**src/rtl/ar1ps_pkg.sv**
```systemverilog
// Shared constants, codes and types of the AR(1) penalty score unit.
// Depends on nothing; every other file imports it.
`default_nettype none
package ar1ps_pkg;

  localparam int FRAC_BITS = 16;

  localparam int SAMPLE_W = 32;
  localparam int RHO_W    = 16;
  localparam int SIGMA_W  = 31;
  localparam int MULT_W   = 31;
  localparam int DEV_W    = 34;
  localparam int SUM_W    = 64;
  localparam int SCORE_W  = 48;
  localparam int ERR_W    = 2;
  localparam int CFG_IDX_W  = 3;
  localparam int CFG_DATA_W = 32;

  // Shared multiplier: A times B, B taken one leg per pass.
  localparam int MUL_LEG   = 18;
  localparam int MUL_A_W   = 36;
  localparam int MUL_NPASS = 4;
  localparam int MUL_B_W   = MUL_LEG * MUL_NPASS;
  localparam int MUL_P_W   = MUL_A_W + MUL_B_W;
  localparam int MUL_K_W   = $clog2(MUL_NPASS);

  // Final division.
  localparam int DSR_W = 2 * SIGMA_W;
  localparam int MS_W  = MULT_W + SUM_W;
  localparam int DVD_W = MS_W + FRAC_BITS - 1;

  localparam logic [31:0] LN2_Q32 = 32'd2977044472;
  localparam logic [SCORE_W-1:0] SCORE_MAX = '1;

  localparam logic [ERR_W-1:0] ERR_OK     = 2'd0;
  localparam logic [ERR_W-1:0] ERR_FEW    = 2'd1;
  localparam logic [ERR_W-1:0] ERR_DOMAIN = 2'd2;

  localparam logic [CFG_IDX_W-1:0] CFG_RHO      = 3'd0;
  localparam logic [CFG_IDX_W-1:0] CFG_SIGMA    = 3'd1;
  localparam logic [CFG_IDX_W-1:0] CFG_MEAN     = 3'd2;
  localparam logic [CFG_IDX_W-1:0] CFG_MULT     = 3'd3;
  localparam logic [CFG_IDX_W-1:0] CFG_LOG_MODE = 3'd4;

  typedef struct packed {
    logic               start;
    logic [MUL_K_W-1:0] last_pass;
  } mul_req_t;

endpackage
`default_nettype wire

```
**src/rtl/ar1ps_in_if.sv**
```systemverilog
// Sample channel: one word is one series sample and its end flag.
// Depends on ar1ps_pkg.
`default_nettype none
interface ar1ps_in_if import ar1ps_pkg::*; ();
  logic                valid;
  logic                ready;
  logic [SAMPLE_W-1:0] sample;
  logic                is_last;

  modport source (output valid, output sample, output is_last, input ready);
  modport sink   (input valid, input sample, input is_last, output ready);
endinterface
`default_nettype wire

```
**src/rtl/ar1ps_out_if.sv**
```systemverilog
// Result channel: one word is the score and error code of a series.
// Depends on ar1ps_pkg.
`default_nettype none
interface ar1ps_out_if import ar1ps_pkg::*; ();
  logic               valid;
  logic               ready;
  logic [SCORE_W-1:0] score;
  logic [ERR_W-1:0]   error_code;

  modport source (output valid, output score, output error_code, input ready);
  modport sink   (input valid, input score, input error_code, output ready);
endinterface
`default_nettype wire

```
**src/rtl/ar1ps_cfg_if.sv**
```systemverilog
// Configuration write channel: register index and write data.
// Depends on ar1ps_pkg.
`default_nettype none
interface ar1ps_cfg_if import ar1ps_pkg::*; ();
  logic                  valid;
  logic                  ready;
  logic [CFG_IDX_W-1:0]  index;
  logic [CFG_DATA_W-1:0] data;

  modport source (output valid, output index, output data, input ready);
  modport sink   (input valid, input index, input data, output ready);
endinterface
`default_nettype wire

```
**src/rtl/ar1ps_mul.sv**
```systemverilog
// Shared unsigned multiplier: A times B, one 18-bit leg of B per cycle.
// Depends on ar1ps_pkg.
`default_nettype none
module ar1ps_mul import ar1ps_pkg::*; (
  input  wire logic               clk,
  input  wire logic               rst_n,
  input  wire mul_req_t           req,
  input  wire logic [MUL_A_W-1:0] a,
  input  wire logic [MUL_B_W-1:0] b,
  output logic                    done,
  output logic [MUL_P_W-1:0]      prod
);

  logic [MUL_A_W-1:0] a_r;
  logic [MUL_B_W-1:0] b_r;
  logic [MUL_P_W-1:0] acc_r;
  logic [MUL_K_W-1:0] k_r, last_r;
  logic               busy_r, done_r;

  logic [MUL_A_W+MUL_LEG-1:0] pp;
  logic [MUL_P_W-1:0]         pp_sh;

  always_comb begin
    pp    = a_r * b_r[MUL_LEG-1:0];
    pp_sh = MUL_P_W'(pp) << (MUL_LEG * k_r);
  end

  always_ff @(posedge clk) begin
    if (!rst_n) begin
      busy_r <= 1'b0;
      done_r <= 1'b0;
    end else begin
      done_r <= 1'b0;
      if (req.start) begin
        a_r    <= a;
        b_r    <= b;
        acc_r  <= '0;
        k_r    <= '0;
        last_r <= req.last_pass;
        busy_r <= 1'b1;
      end else if (busy_r) begin
        acc_r <= acc_r + pp_sh;
        b_r   <= b_r >> MUL_LEG;
        if (k_r == last_r) begin
          busy_r <= 1'b0;
          done_r <= 1'b1;
        end else begin
          k_r <= k_r + 1'b1;
        end
      end
    end
  end

  assign done = done_r;
  assign prod = acc_r;

endmodule
`default_nettype wire

```
**src/rtl/ar1ps_div.sv**
```systemverilog
// Restoring divider, one quotient bit per cycle, quotient saturated to score width.
// Depends on ar1ps_pkg.
`default_nettype none
module ar1ps_div import ar1ps_pkg::*; (
  input  wire logic             clk,
  input  wire logic             rst_n,
  input  wire logic             start,
  input  wire logic [DVD_W-1:0] dividend,
  input  wire logic [DSR_W-1:0] divisor,
  output logic                  done,
  output logic [SCORE_W-1:0]    quotient
);

  localparam int CNT_W = $clog2(DVD_W + 1);

  logic [DVD_W-1:0]   dvd_r;
  logic [DSR_W-1:0]   dsr_r;
  logic [DSR_W:0]     rem_r;
  logic [SCORE_W-1:0] q_r;
  logic               ovf_r, busy_r, done_r;
  logic [CNT_W-1:0]   cnt_r;

  logic [DSR_W:0] rem_sh;
  logic           ge;

  always_comb begin
    rem_sh = {rem_r[DSR_W-1:0], dvd_r[DVD_W-1]};
    ge     = rem_sh >= {1'b0, dsr_r};
  end

  always_ff @(posedge clk) begin
    if (!rst_n) begin
      busy_r <= 1'b0;
      done_r <= 1'b0;
    end else begin
      done_r <= 1'b0;
      if (start) begin
        dvd_r  <= dividend;
        dsr_r  <= divisor;
        rem_r  <= '0;
        q_r    <= '0;
        ovf_r  <= 1'b0;
        cnt_r  <= CNT_W'(DVD_W);
        busy_r <= 1'b1;
      end else if (busy_r) begin
        rem_r <= ge ? (rem_sh - {1'b0, dsr_r}) : rem_sh;
        q_r   <= {q_r[SCORE_W-2:0], ge};
        ovf_r <= ovf_r | q_r[SCORE_W-1];
        dvd_r <= dvd_r << 1;
        cnt_r <= cnt_r - 1'b1;
        if (cnt_r == CNT_W'(1)) begin
          busy_r <= 1'b0;
          done_r <= 1'b1;
        end
      end
    end
  end

  assign done     = done_r;
  assign quotient = ovf_r ? SCORE_MAX : q_r;

endmodule
`default_nettype wire

```
**src/rtl/ar1_penalty_score_unit.sv**
```systemverilog
// AR(1) penalty score unit: sequencer around one shared multiplier and a divider.
// Throughput: one sample at a time; ready only in idle. A plain sample holds ready low
// through S_DEV, S_RHO, S_SQ and S_UPD (S_DEV, S_UPD on the first of a series). A positive
// log-mode sample adds S_NORM (normalize one bit per cycle), S_LSQ (16 squaring passes) and
// S_LN2 (ln2 scaling). The last sample adds S_SIG, S_MS, the 110-step division and S_OUT.
// Reset (synchronous, rst_n low) loads the register defaults and clears the series state.
`default_nettype none
module ar1_penalty_score_unit import ar1ps_pkg::*; (
  input  wire logic   clk,
  input  wire logic   rst_n,
  ar1ps_in_if.sink    in_if,
  ar1ps_out_if.source out_if,
  ar1ps_cfg_if.sink   cfg_if
);

  localparam int F   = FRAC_BITS;
  localparam int KW  = $clog2(FRAC_BITS);
  localparam int L2W = FRAC_BITS + 6;
  localparam int RW  = DEV_W + 17;

  typedef enum logic [3:0] {
    S_IDLE, S_NORM, S_LSQ, S_LN2, S_DEV, S_RHO, S_SQ, S_UPD,
    S_SIG, S_MS, S_DIV, S_OUT
  } state_t;

  state_t state_r, state_nxt;

  // configuration registers
  logic [RHO_W-1:0]    rho_r, rho_nxt;
  logic [SIGMA_W-1:0]  sigma_r, sigma_nxt;
  logic [SAMPLE_W-1:0] mean_r, mean_nxt;
  logic [MULT_W-1:0]   mult_r, mult_nxt;
  logic                log_mode_r, log_mode_nxt;

  // series state
  logic [DEV_W-1:0] prev_r, prev_nxt;
  logic [1:0]       cnt_r, cnt_nxt;
  logic [SUM_W-1:0] sum_r, sum_nxt;
  logic             derr_r, derr_nxt;

  // per-sample working registers
  logic [SAMPLE_W-1:0] x_r, x_nxt;
  logic                last_r, last_nxt;
  logic [31:0]         m_r, m_nxt;
  logic [4:0]          p_r, p_nxt;
  logic [F-1:0]        frac_r, frac_nxt;
  logic [KW-1:0]       k_r, k_nxt;
  logic [DEV_W-1:0]    dev_r, dev_nxt;
  logic [MUL_A_W-1:0]  a_r, a_nxt;
  logic [DSR_W-1:0]    d_r, d_nxt;
  logic                wait_r, wait_nxt;

  // staged and output result
  logic [SCORE_W-1:0] score_r, score_nxt;
  logic [ERR_W-1:0]   err_r, err_nxt;
  logic               ovld_r, ovld_nxt;
  logic [SCORE_W-1:0] oscore_r, oscore_nxt;
  logic [ERR_W-1:0]   oerr_r, oerr_nxt;

  // shared units
  mul_req_t           mul_req;
  logic [MUL_A_W-1:0] mul_a;
  logic [MUL_B_W-1:0] mul_b;
  logic               mul_done;
  logic [MUL_P_W-1:0] mul_prod;
  logic               div_start, div_done;
  logic [DVD_W-1:0]   div_dvd;
  logic [SCORE_W-1:0] div_q;

  // datapath temporaries
  logic [31:0]      t;
  logic [5:0]       pmf;
  logic [L2W-1:0]   l2, mag;
  logic [MUL_B_W-1:0] rnd;
  logic [31:0]      q;
  logic [DEV_W-1:0] prev_mag;
  logic [RHO_W-1:0] rho_mag;
  logic [RW-1:0]    rp, rps, devs, r, rabs, rr;
  logic [SUM_W:0]   sum_ext;
  logic [1:0]       cnt_inc;

  ar1ps_mul u_mul (
    .clk   (clk),
    .rst_n (rst_n),
    .req   (mul_req),
    .a     (mul_a),
    .b     (mul_b),
    .done  (mul_done),
    .prod  (mul_prod)
  );

  ar1ps_div u_div (
    .clk      (clk),
    .rst_n    (rst_n),
    .start    (div_start),
    .dividend (div_dvd),
    .divisor  (d_r),
    .done     (div_done),
    .quotient (div_q)
  );

  assign in_if.ready       = (state_r == S_IDLE);
  assign cfg_if.ready      = 1'b1;
  assign out_if.valid      = ovld_r;
  assign out_if.score      = oscore_r;
  assign out_if.error_code = oerr_r;

  always_comb begin
    state_nxt    = state_r;
    rho_nxt      = rho_r;
    sigma_nxt    = sigma_r;
    mean_nxt     = mean_r;
    mult_nxt     = mult_r;
    log_mode_nxt = log_mode_r;
    prev_nxt     = prev_r;
    cnt_nxt      = cnt_r;
    sum_nxt      = sum_r;
    derr_nxt     = derr_r;
    x_nxt        = x_r;
    last_nxt     = last_r;
    m_nxt        = m_r;
    p_nxt        = p_r;
    frac_nxt     = frac_r;
    k_nxt        = k_r;
    dev_nxt      = dev_r;
    a_nxt        = a_r;
    d_nxt        = d_r;
    wait_nxt     = wait_r;
    score_nxt    = score_r;
    err_nxt      = err_r;
    ovld_nxt     = ovld_r & ~out_if.ready;
    oscore_nxt   = oscore_r;
    oerr_nxt     = oerr_r;
    mul_req      = '0;
    mul_a        = '0;
    mul_b        = '0;
    div_start    = 1'b0;

    t        = mul_prod[61:30];
    pmf      = 6'(p_r) - 6'(F);
    l2       = {pmf, frac_r};
    mag      = l2[L2W-1] ? (~l2 + 1'b1) : l2;
    rnd      = mul_prod[MUL_B_W-1:0] + MUL_B_W'(33'h0_8000_0000);
    q        = rnd[63:32];
    prev_mag = prev_r[DEV_W-1] ? (~prev_r + 1'b1) : prev_r;
    rho_mag  = rho_r[RHO_W-1] ? (~rho_r + 1'b1) : rho_r;
    rp       = RW'(mul_prod[DEV_W+RHO_W-1:0]);
    rps      = (prev_r[DEV_W-1] ^ rho_r[RHO_W-1]) ? (~rp + 1'b1) : rp;
    devs     = {{2{dev_r[DEV_W-1]}}, dev_r, 15'd0};
    r        = devs - rps;
    rabs     = r[RW-1] ? (~r + 1'b1) : r;
    rr       = rabs + RW'(16384);
    sum_ext  = {1'b0, sum_r} + (SUM_W+1)'(mul_prod[F+SUM_W-1:F]);
    cnt_inc  = (cnt_r == 2'd2) ? 2'd2 : cnt_r + 2'd1;
    div_dvd  = {mul_prod[MS_W-1:0], {(F-1){1'b0}}};

    // register writes land at any time; the host must write only while idle, which the block does not enforce
    if (cfg_if.valid) begin
      unique case (cfg_if.index)
        CFG_RHO:      rho_nxt      = cfg_if.data[RHO_W-1:0];
        CFG_SIGMA:    sigma_nxt    = cfg_if.data[SIGMA_W-1:0];
        CFG_MEAN:     mean_nxt     = cfg_if.data;
        CFG_MULT:     mult_nxt     = cfg_if.data[MULT_W-1:0];
        CFG_LOG_MODE: log_mode_nxt = cfg_if.data[0];
        default: ;
      endcase
    end

    unique case (state_r)
      S_IDLE: begin
        if (in_if.valid) begin
          x_nxt    = in_if.sample;
          last_nxt = in_if.is_last;
          if (!log_mode_r) begin
            state_nxt = S_DEV;
          end else if (in_if.sample[SAMPLE_W-1] || in_if.sample == '0) begin
            // non-positive in log mode: log taken as zero, flag the series
            derr_nxt  = 1'b1;
            x_nxt     = '0;
            state_nxt = S_DEV;
          end else begin
            m_nxt     = {1'b0, in_if.sample[30:0]};
            p_nxt     = 5'd30;
            state_nxt = S_NORM;
          end
        end
      end
      S_NORM: begin
        // find the leading one, one position per cycle
        if (m_r[30]) begin
          k_nxt     = '0;
          frac_nxt  = '0;
          state_nxt = S_LSQ;
        end else begin
          m_nxt = m_r << 1;
          p_nxt = p_r - 5'd1;
        end
      end
      S_LSQ: begin
        // one log2 fraction bit per square of the Q1.30 mantissa
        mul_a = MUL_A_W'(m_r);
        mul_b = MUL_B_W'(m_r);
        mul_req.last_pass = MUL_K_W'(1);
        if (!wait_r) begin
          mul_req.start = 1'b1;
          wait_nxt      = 1'b1;
        end else if (mul_done) begin
          wait_nxt = 1'b0;
          frac_nxt = {frac_r[F-2:0], t[31]};
          m_nxt    = t[31] ? (t >> 1) : t;
          k_nxt    = k_r + 1'b1;
          if (k_r == KW'(F - 1)) state_nxt = S_LN2;
        end
      end
      S_LN2: begin
        // scale log2 by ln2, round half away from zero
        mul_a = MUL_A_W'(LN2_Q32);
        mul_b = MUL_B_W'(mag);
        mul_req.last_pass = MUL_K_W'(1);
        if (!wait_r) begin
          mul_req.start = 1'b1;
          wait_nxt      = 1'b1;
        end else if (mul_done) begin
          wait_nxt  = 1'b0;
          x_nxt     = l2[L2W-1] ? (~q + 1'b1) : q;
          state_nxt = S_DEV;
        end
      end
      S_DEV: begin
        dev_nxt   = {{2{x_r[SAMPLE_W-1]}}, x_r} - {{2{mean_r[SAMPLE_W-1]}}, mean_r};
        state_nxt = (cnt_r != 2'd0) ? S_RHO : S_UPD;
      end
      S_RHO: begin
        mul_a = MUL_A_W'(prev_mag);
        mul_b = MUL_B_W'(rho_mag);
        mul_req.last_pass = MUL_K_W'(0);
        if (!wait_r) begin
          mul_req.start = 1'b1;
          wait_nxt      = 1'b1;
        end else if (mul_done) begin
          wait_nxt  = 1'b0;
          a_nxt     = rr[RW-1:15];
          state_nxt = S_SQ;
        end
      end
      S_SQ: begin
        mul_a = a_r;
        mul_b = MUL_B_W'(a_r);
        mul_req.last_pass = MUL_K_W'(1);
        if (!wait_r) begin
          mul_req.start = 1'b1;
          wait_nxt      = 1'b1;
        end else if (mul_done) begin
          wait_nxt  = 1'b0;
          sum_nxt   = sum_ext[SUM_W] ? '1 : sum_ext[SUM_W-1:0];
          state_nxt = S_UPD;
        end
      end
      S_UPD: begin
        prev_nxt = dev_r;
        cnt_nxt  = cnt_inc;
        if (!last_r) begin
          state_nxt = S_IDLE;
        end else if (cnt_r == 2'd0) begin
          score_nxt = '0;
          err_nxt   = ERR_FEW;
          state_nxt = S_OUT;
        end else if (derr_r) begin
          score_nxt = '0;
          err_nxt   = ERR_DOMAIN;
          state_nxt = S_OUT;
        end else begin
          state_nxt = S_SIG;
        end
      end
      S_SIG: begin
        mul_a = MUL_A_W'(sigma_r);
        mul_b = MUL_B_W'(sigma_r);
        mul_req.last_pass = MUL_K_W'(1);
        if (!wait_r) begin
          mul_req.start = 1'b1;
          wait_nxt      = 1'b1;
        end else if (mul_done) begin
          wait_nxt  = 1'b0;
          d_nxt     = mul_prod[DSR_W-1:0];
          state_nxt = S_MS;
        end
      end
      S_MS: begin
        mul_a = MUL_A_W'(mult_r);
        mul_b = MUL_B_W'(sum_r);
        mul_req.last_pass = MUL_K_W'(MUL_NPASS - 1);
        if (!wait_r) begin
          mul_req.start = 1'b1;
          wait_nxt      = 1'b1;
        end else if (mul_done) begin
          wait_nxt = 1'b0;
          err_nxt  = ERR_OK;
          if (d_r == '0) begin
            // zero sigma: saturate unless the numerator is zero
            score_nxt = (mul_prod[MS_W-1:0] != '0) ? SCORE_MAX : '0;
            state_nxt = S_OUT;
          end else begin
            div_start = 1'b1;
            state_nxt = S_DIV;
          end
        end
      end
      S_DIV: begin
        if (div_done) begin
          score_nxt = div_q;
          state_nxt = S_OUT;
        end
      end
      S_OUT: begin
        // hold until the output register is free, then clear the series
        if (!ovld_r || out_if.ready) begin
          ovld_nxt   = 1'b1;
          oscore_nxt = score_r;
          oerr_nxt   = err_r;
          prev_nxt   = '0;
          cnt_nxt    = 2'd0;
          sum_nxt    = '0;
          derr_nxt   = 1'b0;
          state_nxt  = S_IDLE;
        end
      end
      default: state_nxt = S_IDLE;
    endcase
  end

  always_ff @(posedge clk) begin
    if (!rst_n) begin
      state_r    <= S_IDLE;
      rho_r      <= '0;
      sigma_r    <= SIGMA_W'(1 << F);
      mean_r     <= '0;
      mult_r     <= MULT_W'(1 << F);
      log_mode_r <= 1'b0;
      prev_r     <= '0;
      cnt_r      <= 2'd0;
      sum_r      <= '0;
      derr_r     <= 1'b0;
      wait_r     <= 1'b0;
      ovld_r     <= 1'b0;
      oscore_r   <= '0;
      oerr_r     <= ERR_OK;
    end else begin
      state_r    <= state_nxt;
      rho_r      <= rho_nxt;
      sigma_r    <= sigma_nxt;
      mean_r     <= mean_nxt;
      mult_r     <= mult_nxt;
      log_mode_r <= log_mode_nxt;
      prev_r     <= prev_nxt;
      cnt_r      <= cnt_nxt;
      sum_r      <= sum_nxt;
      derr_r     <= derr_nxt;
      wait_r     <= wait_nxt;
      ovld_r     <= ovld_nxt;
      oscore_r   <= oscore_nxt;
      oerr_r     <= oerr_nxt;
    end
  end

  // working payload, no reset
  always_ff @(posedge clk) begin
    x_r     <= x_nxt;
    last_r  <= last_nxt;
    m_r     <= m_nxt;
    p_r     <= p_nxt;
    frac_r  <= frac_nxt;
    k_r     <= k_nxt;
    dev_r   <= dev_nxt;
    a_r     <= a_nxt;
    d_r     <= d_nxt;
    score_r <= score_nxt;
    err_r   <= err_nxt;
  end

endmodule
`default_nettype wire
```
**src/flat_wrapper.sv**
```systemverilog
// flat-port wrapper written by rule: the top's interface ports become plain ports
module ar1_penalty_score_unit_flat import ar1ps_pkg::*;
  (clk, rst_n, in_if_valid, in_if_sample, in_if_is_last, in_if_ready, out_if_valid, out_if_score, out_if_error_code, out_if_ready, cfg_if_valid, cfg_if_index, cfg_if_data, cfg_if_ready);
  ar1ps_in_if in_if_i ();
  ar1ps_out_if out_if_i ();
  ar1ps_cfg_if cfg_if_i ();
  input  wire logic clk;
  input  wire logic rst_n;
  input wire logic [$bits(in_if_i.valid)-1:0] in_if_valid;
  input wire logic [$bits(in_if_i.sample)-1:0] in_if_sample;
  input wire logic [$bits(in_if_i.is_last)-1:0] in_if_is_last;
  output wire logic [$bits(in_if_i.ready)-1:0] in_if_ready;
  output wire logic [$bits(out_if_i.valid)-1:0] out_if_valid;
  output wire logic [$bits(out_if_i.score)-1:0] out_if_score;
  output wire logic [$bits(out_if_i.error_code)-1:0] out_if_error_code;
  input wire logic [$bits(out_if_i.ready)-1:0] out_if_ready;
  input wire logic [$bits(cfg_if_i.valid)-1:0] cfg_if_valid;
  input wire logic [$bits(cfg_if_i.index)-1:0] cfg_if_index;
  input wire logic [$bits(cfg_if_i.data)-1:0] cfg_if_data;
  output wire logic [$bits(cfg_if_i.ready)-1:0] cfg_if_ready;
  assign in_if_i.valid = in_if_valid;
  assign in_if_i.sample = in_if_sample;
  assign in_if_i.is_last = in_if_is_last;
  assign in_if_ready = in_if_i.ready;
  assign out_if_valid = out_if_i.valid;
  assign out_if_score = out_if_i.score;
  assign out_if_error_code = out_if_i.error_code;
  assign out_if_i.ready = out_if_ready;
  assign cfg_if_i.valid = cfg_if_valid;
  assign cfg_if_i.index = cfg_if_index;
  assign cfg_if_i.data = cfg_if_data;
  assign cfg_if_ready = cfg_if_i.ready;
  ar1_penalty_score_unit u_core (.clk(clk), .rst_n(rst_n), .in_if(in_if_i), .out_if(out_if_i), .cfg_if(cfg_if_i));
endmodule
```
**config.mk**
```make
export PLATFORM = sky130hd
export DESIGN_NAME = ar1_penalty_score_unit_flat
export DESIGN_NICKNAME = d
export VERILOG_FILES = /design/src/rtl/ar1ps_pkg.sv /design/src/rtl/ar1ps_in_if.sv /design/src/rtl/ar1ps_out_if.sv /design/src/rtl/ar1ps_cfg_if.sv /design/src/rtl/ar1ps_mul.sv /design/src/rtl/ar1ps_div.sv /design/src/rtl/ar1_penalty_score_unit.sv /design/src/flat_wrapper.sv
export SDC_FILE = /design/constraint.sdc
export NUM_CORES = 2
export LEC_CHECK = 0
export BUFFER_PORTS_ARGS = -buffer_cell sky130_fd_sc_hd__buf_2
export CAP_MARGIN = 20
export CELL_PAD_IN_SITES_DETAIL_PLACEMENT = 0
export CELL_PAD_IN_SITES_GLOBAL_PLACEMENT = 1
export CORE_MARGIN = 10
export CORE_UTILIZATION = 47
export CTS_BUF_LIST = sky130_fd_sc_hd__clkbuf_4
export CTS_CLUSTER_DIAMETER = 80
export DETAILED_ROUTE_END_ITERATION = 7
export PLACE_DENSITY_LB_ADDON = 0.25
export SYNTH_ARGS = -nofsm -noshare
export SYNTH_HDL_FRONTEND = slang
export SYNTH_SLANG_ARGS = --single-unit
```
**constraint.sdc**
```tcl
create_clock -name clk -period 13.3 [get_ports clk]
set_input_delay 2.66 -clock clk [delete_from_list [all_inputs] [get_ports clk]]
set_output_delay 2.66 -clock clk [all_outputs]
set_load 0.02 [all_outputs]
```
# Word-level counts from Yosys, hierarchy flattened

Index checks and enable logic that the tools add are counted.

Register bits: 1,053
Output and inout bits: 53
Word-level logic and storage cells: 293

Reductions and logical operators: 50
Bitwise logic cells: 13
Equal/unequal tests: 44
Add/sub/neg operators: 19
$lt $le $gt $ge: 1
Multipliers: 2
Shift operators: 1
Muxes and demuxes: 121

Operators by type and width:

| operator                 | count |
|---|---|
| $mux W48                 | 10 |
| $mux W32                 | 12 |
| $pmux W64 S6             | 1 |
| $mux W64                 | 4 |
| $mux W110                | 2 |
| $pmux W36 S6             | 1 |
| $mux W72                 | 2 |
| $pmux W48 S3             | 1 |
| $pmux W64 S2             | 1 |
| $mux W62                 | 2 |
| $add A108 B108 Y108      | 1 |
| $mux W108                | 1 |
| $shl A54 B7 Y108         | 1 |
| $add A51 B1 Y51 const B  | 2 |
| $mux W51                 | 2 |
| $pmux W32 S3             | 1 |
| $reduce_bool A95 Y1      | 1 |
| $mux W4                  | 23 |
| $mux W34                 | 2 |
| $pmux W34 S2             | 1 |
| $add A64 B64 Y65         | 1 |
| $add A64 B32 Y64 const B | 1 |
| $mux W16                 | 4 |
| $pmux W32 S2             | 1 |
| other kinds (72)         | 173 |

# Depth between registers and ports, before layout

Depth in word-level cells: 8
Gate-level depth with buffers: 48

# By module

Synthesis repeated with hierarchy kept, for this count alone.

Cells, all modules: 9,724
Area total of the unflattened synthesis: 88,108.3 µm²

By module, submodules not included:

| module                 | instances | cells an instance | seq. area each (µm²) | area each (µm²) |
|---|---|---|---|---|
| ar1ps_mul              | 1         | 4,205             | 6,646.4              | 36,766.5 |
| ar1_penalty_score_unit | 1         | 4,181             | 13,452.9             | 35,422.7 |
| ar1ps_div              | 1         | 1,338             | 8,748.4              | 15,919.0 |

# Worst setup path before layout

OpenSTA, ideal clock, no wires.

Path type: input to register
From: input port rst_n
To: register u_core.u_div.cnt_r[0] (enable)
Setup time: 0.791 ns
Stages: 4
Data required time: 12.509 ns
Path slack: 0.383 ns
Data arrival time: 12.126 ns
Cells stage by stage: clkbuf_1 inv_2 clkbuf_1 nor2_1

Word-level cells in the longest chain between the ends: 1

RTL lines:

| what                        | line              | source |
|---|---|---|
| from (decl)                 | flat_wrapper.sv:8 | `input wire logic rst_n;` |
| $reduce_and A2 Y1 (no line) | --                |  |
| to (signal assigned)        | ar1ps_div.sv:43   | `cnt_r <= CNT_W'(DVD_W);` |
| to (signal assigned)        | ar1ps_div.sv:50   | `cnt_r <= cnt_r - 1'b1;` |
| to (decl)                   | ar1ps_div.sv:21   | `logic [CNT_W-1:0] cnt_r;` |

Every way passes these cells.
A chain may end at the register's enable or synchronous reset.

# Final worst setup path

From: register u_core.u_mul.b_r[11]
To: register u_core.u_mul.acc_r[92], in the netlist u_core.u_mul.prod[92], data pin

Word-level cells in the longest chain between the ends: 4

RTL lines:

| what                   | line            | source |
|---|---|---|
| from (decl)            | ar1ps_mul.sv:15 | `logic [MUL_B_W-1:0] b_r;` |
| from (signal assigned) | ar1ps_mul.sv:43 | `b_r <= b_r >> MUL_LEG;` |
| $mul A36 B18 Y54       | ar1ps_mul.sv:24 | `pp = a_r * b_r[MUL_LEG-1:0];` |
| $shl A54 B7 Y108       | ar1ps_mul.sv:25 | `pp_sh = MUL_P_W'(pp) << (MUL_LEG * k_r);` |
| $add A108 B108 Y108    | ar1ps_mul.sv:42 | `acc_r <= acc_r + pp_sh;` |
| $mux W108              | ar1ps_mul.sv:41 | `end else if (busy_r) begin` |
| to (signal assigned)   | ar1ps_mul.sv:42 |  |
| to (decl)              | ar1ps_mul.sv:16 | `logic [MUL_P_W-1:0] acc_r;` |

Every way passes these cells. The select of a mux whose other input is x is not followed.

==> impl_metrics.env <==
export IMPL_cts_hold_buf=0
export IMPL_die_height_um=440
export IMPL_clockBufferDepth=4
export IMPL_fin_crit_ns=12.63
export IMPL_ios=126
export IMPL_clock_skew_final_ns=0.127
export IMPL_drt_total_wl_um=289000
export IMPL_syn_to_final_growth_pct=8.69
export IMPL_avgRoutedWirePerCell_um=24.3
export IMPL_gr_total_overflow=0
export IMPL_worstPathMaxFanout=22
export IMPL_yosysWarningCount=0
export IMPL_ys_async_sr_fraction=0
export IMPL_synth_distinct_cells=101
export IMPL_final_nets=10300
export IMPL_reg2reg_to="u_core.u_mul.prod[92]$_SDFFCE_PP0P_"
export IMPL_grt_pass1_vias=68500
export IMPL_die_area_um2=194000
export IMPL_hold_class="reg2reg"
export IMPL_cp_start_kind="register"
export IMPL_grt_pass1_wl_um=430000
export IMPL_min_from="u_core.d_r[5]$_DFFE_PP_"
export IMPL_drive_above_1_share=0.106
export IMPL_setup_viol=0
export IMPL_tightest_slew_ns=1.29
export IMPL_synthFlopType="edfxtp_1"
export IMPL_fin_setup_tns_ns=0
export IMPL_syn_nets=10200
export IMPL_cts_root_buf="clkbuf_4"
export IMPL_core_um2=176000
export IMPL_hold_depth=0
export IMPL_drt_initial_drc_count=7082
export IMPL_synth_edf_count=744
export IMPL_hold_end="u_core.u_div.dsr_r[5]$_DFFE_PP_"
export IMPL_rsz0062_at_grt="false"
export IMPL_cts_resized=0
export IMPL_status="finished clean"
export IMPL_cts_setup_buffers=0
export IMPL_ys_seq_elements=1015
export IMPL_grtUsageTotal=0.291
export IMPL_dieWidth_um=440
export IMPL_max_stage_delay_ns=0.97
export IMPL_synthTopCellsByArea="edfxtp_1 (27%), fa_1 (13%), dfxtp_1 (6.5%)"
export IMPL_drc=0
export IMPL_h_tree_depth=5
export IMPL_layout_cells_non_filler=11900
export IMPL_clock_sinks=1015
export IMPL_avgSynthCellArea_um2=9.05
export IMPL_regToRegStartpoint="u_core.u_mul.b_r[11]$_DFFE_PP_"
export IMPL_synth_top_cell_by_area="edfxtp_1"
export IMPL_hold_viol=0
export IMPL_num_vias=70200
export IMPL_worstPathArrival_ns=13.64
export IMPL_antenna_found_initial=29
export IMPL_numCtsBuffers=307
export IMPL_fin_hold_ws_ns=0.441
export IMPL_start_util=0.472
export IMPL_gp_congestion=0.966
export IMPL_final_core_util=0.513
export IMPL_rr_worst_depth=41
export IMPL_fmax_mhz=79.2
export IMPL_dp_cells=11300
export IMPL_maxSlewViolCount=0
export IMPL_crit_type="reg2reg"
export IMPL_path_clk_slew_ns=0.07
export IMPL_grt_max_degree=110
export IMPL_cpMostUsedCell="a21o_1"
export IMPL_n_fill_cell=16800
export IMPL_cts_tree="built"
export IMPL_rrSetupSlack_ns=0.67
export IMPL_crit_path_end_kind="register"
export IMPL_fp_row_count=154
export IMPL_critical_path_slowest_cell="edfxtp_1"
export IMPL_dp_hpwl_um=219000
export IMPL_max_cap_violations=0
export IMPL_critPathRequiredTime_ns=14.31
export IMPL_via_per_inst=5.91
export IMPL_io_buffers=124
export IMPL_ant_nets=0
export IMPL_syn_cell_area_um2=82900
export IMPL_netlist_area_leader_share=0.269
export IMPL_maxSlewHeadroom=0.133
export IMPL_first_pass_iters=6
export IMPL_netlist_instances=9161
export IMPL_clk_latency_ns=1.36
export IMPL_yosysSeqAreaShare=0.335
export IMPL_post_route_period_util=0.950
## cell families (layout without fill, tap and decap cells)
family / count (synthesis) / in the layout / share of synthesized area
AO/OA/AOI/OAI: 2046 / 2046 / 0.155
XOR/XNOR: 530 / 530 / 0.0562
adder cells (fa/ha/maj): 978 / 978 / 0.197
buffers and inverters: 1391 / 1745 / 0.0637
flip-flops: 1015 / 1015 / 0.335
multiplexers: 162 / 162 / 0.0210
other: 1 / 16 / 0.0000452
AND/OR/NAND/NOR: 3038 / 3038 / 0.172
## final cells by class
type / count / area, um2 / share of cell area
antenna: 15 / 37.5 / 0.000416
clock buffer: 467 / 3510 / 0.0389
clock inverter: 70 / 383 / 0.00425
multi-input combinational: 6755 / 50100 / 0.555
inverter: 894 / 3360 / 0.0373
timing repair buffer: 314 / 2090 / 0.0232
tap: 2340 / 2930 / 0.0325
sequential: 1015 / 27800 / 0.308
## routing by layer
| layer | global-route usage | up-vias | routed length (um) |
|---|---|---|---|
| met4 | 0.133 | 10 | 14300 |
| met2 | 0.451 | 3172 | 129000 |
| li1 | - | 31800 | - |
| met1 | 0.396 | 34600 | 121000 |
| met5 | 0 | - | 70 |
| met3 | 0.0533 | 622 | 24400 |
## registers in the layout, indices dropped and copies added, names as in the netlist, 32 cells and up
signal	cells
u_core.a_r	36
u_core.d_r	62
u_core.dev_r	33
u_core.mean_r	32
u_core.out_if.score	48
u_core.prev_r	33
u_core.score_r	48
u_core.sum_r	64
u_core.u_div.dsr_r	62
u_core.u_div.dvd_r	95
u_core.u_div.q_r	48
u_core.u_div.rem_r	62
u_core.u_mul.a_r	36
u_core.u_mul.b_r	64
u_core.u_mul.prod	95
u_core.x_r	32
## through the flow
stage | cell area (um2) | setup WS (ns)
finish | 90100 | 0.669
global route | 90100 | 0.117
CTS | 90100 | 0.700
detailed placement | 86200 | 0.733
global placement | 86100 | 0.904
floorplan | 82900 | 0.383
## critical path, delay by kind of cell, from the launching register on
| family | cells | cell delay, ns |
|---|---|---|
| AOI/OAI and AO/OA | 25 | 5.76 |
| adders and majority gates | 8 | 3.98 |
| DFF | 1 | 0.97 |
| and+or+nand+nor | 3 | 0.87 |
| xor gates and xnor gates | 1 | 0.51 |
| buffers and inverters | 3 | 0.17 |
| muxes | 1 | 0.12 |
## synthesized netlist by cell type (47+ instances only)
cell type	n
nand2b_1	74
edfxtp_1	744
nor3_1	123
a211oi_1	59
mux2_2	98
ha_1	430
nor4_1	62
a31oi_1	66
xnor2_1	289
fa_1	548
nand2_1	1333
o21bai_1	64
clkbuf_1	445
a21oi_1	721
a21o_1	231
and2_1	334
and3_1	60
a22oi_1	65
dfxtp_1	271
nand3_1	168
inv_1	891
o21a_1	47
mux2i_1	64
o21ai_0	395
nor2b_1	111
o31ai_1	47
a311oi_1	51
xor2_1	238
nor2_1	531
nand4_1	67
## how the worst max path moves through the flow
stage	start	to	slack, ns	depth (start not counted)
floorplan	rst_n	u_core.u_div.cnt_r[0]$_SDFFCE_PP0P_	0.38	4
global placement	u_core.u_mul.b_r[8]$_DFFE_PP_	u_core.u_mul.prod[92]$_SDFFCE_PP0P_	0.90	42
detailed placement	u_core.u_mul.b_r[6]$_DFFE_PP_	u_core.u_mul.prod[92]$_SDFFCE_PP0P_	0.73	45
CTS	u_core.u_mul.b_r[8]$_DFFE_PP_	u_core.u_mul.prod[92]$_SDFFCE_PP0P_	0.70	42
global route	u_core.u_mul.b_r[8]$_DFFE_PP_	u_core.u_mul.prod[92]$_SDFFCE_PP0P_	0.12	42
finish	u_core.u_mul.b_r[11]$_DFFE_PP_	u_core.u_mul.prod[92]$_SDFFCE_PP0P_	0.67	41
## layout by cell type, fill, tap and decap left out, drive strengths merged, types with 66 or more instances in the layout
| cell | n |
|---|---|
| nand2 | 1333 |
| inv | 899 |
| edfxtp | 744 |
| a21oi | 722 |
| fa | 548 |
| nor2 | 532 |
| clkbuf | 468 |
| ha | 430 |
| o21ai | 398 |
| and2 | 336 |
| buf | 313 |
| xnor2 | 291 |
| dfxtp | 271 |
| xor2 | 239 |
| a21o | 231 |
| nand3 | 168 |
| nor3 | 129 |
| nor2b | 111 |
| mux2 | 98 |
| nand2b | 74 |
| nand4 | 69 |
| a31oi | 66 |
| nor4 | 66 |
Power is left out: the tool's default activity adds up to more than one toggle a clock period on the data nets, which glitch-free logic cannot reach.
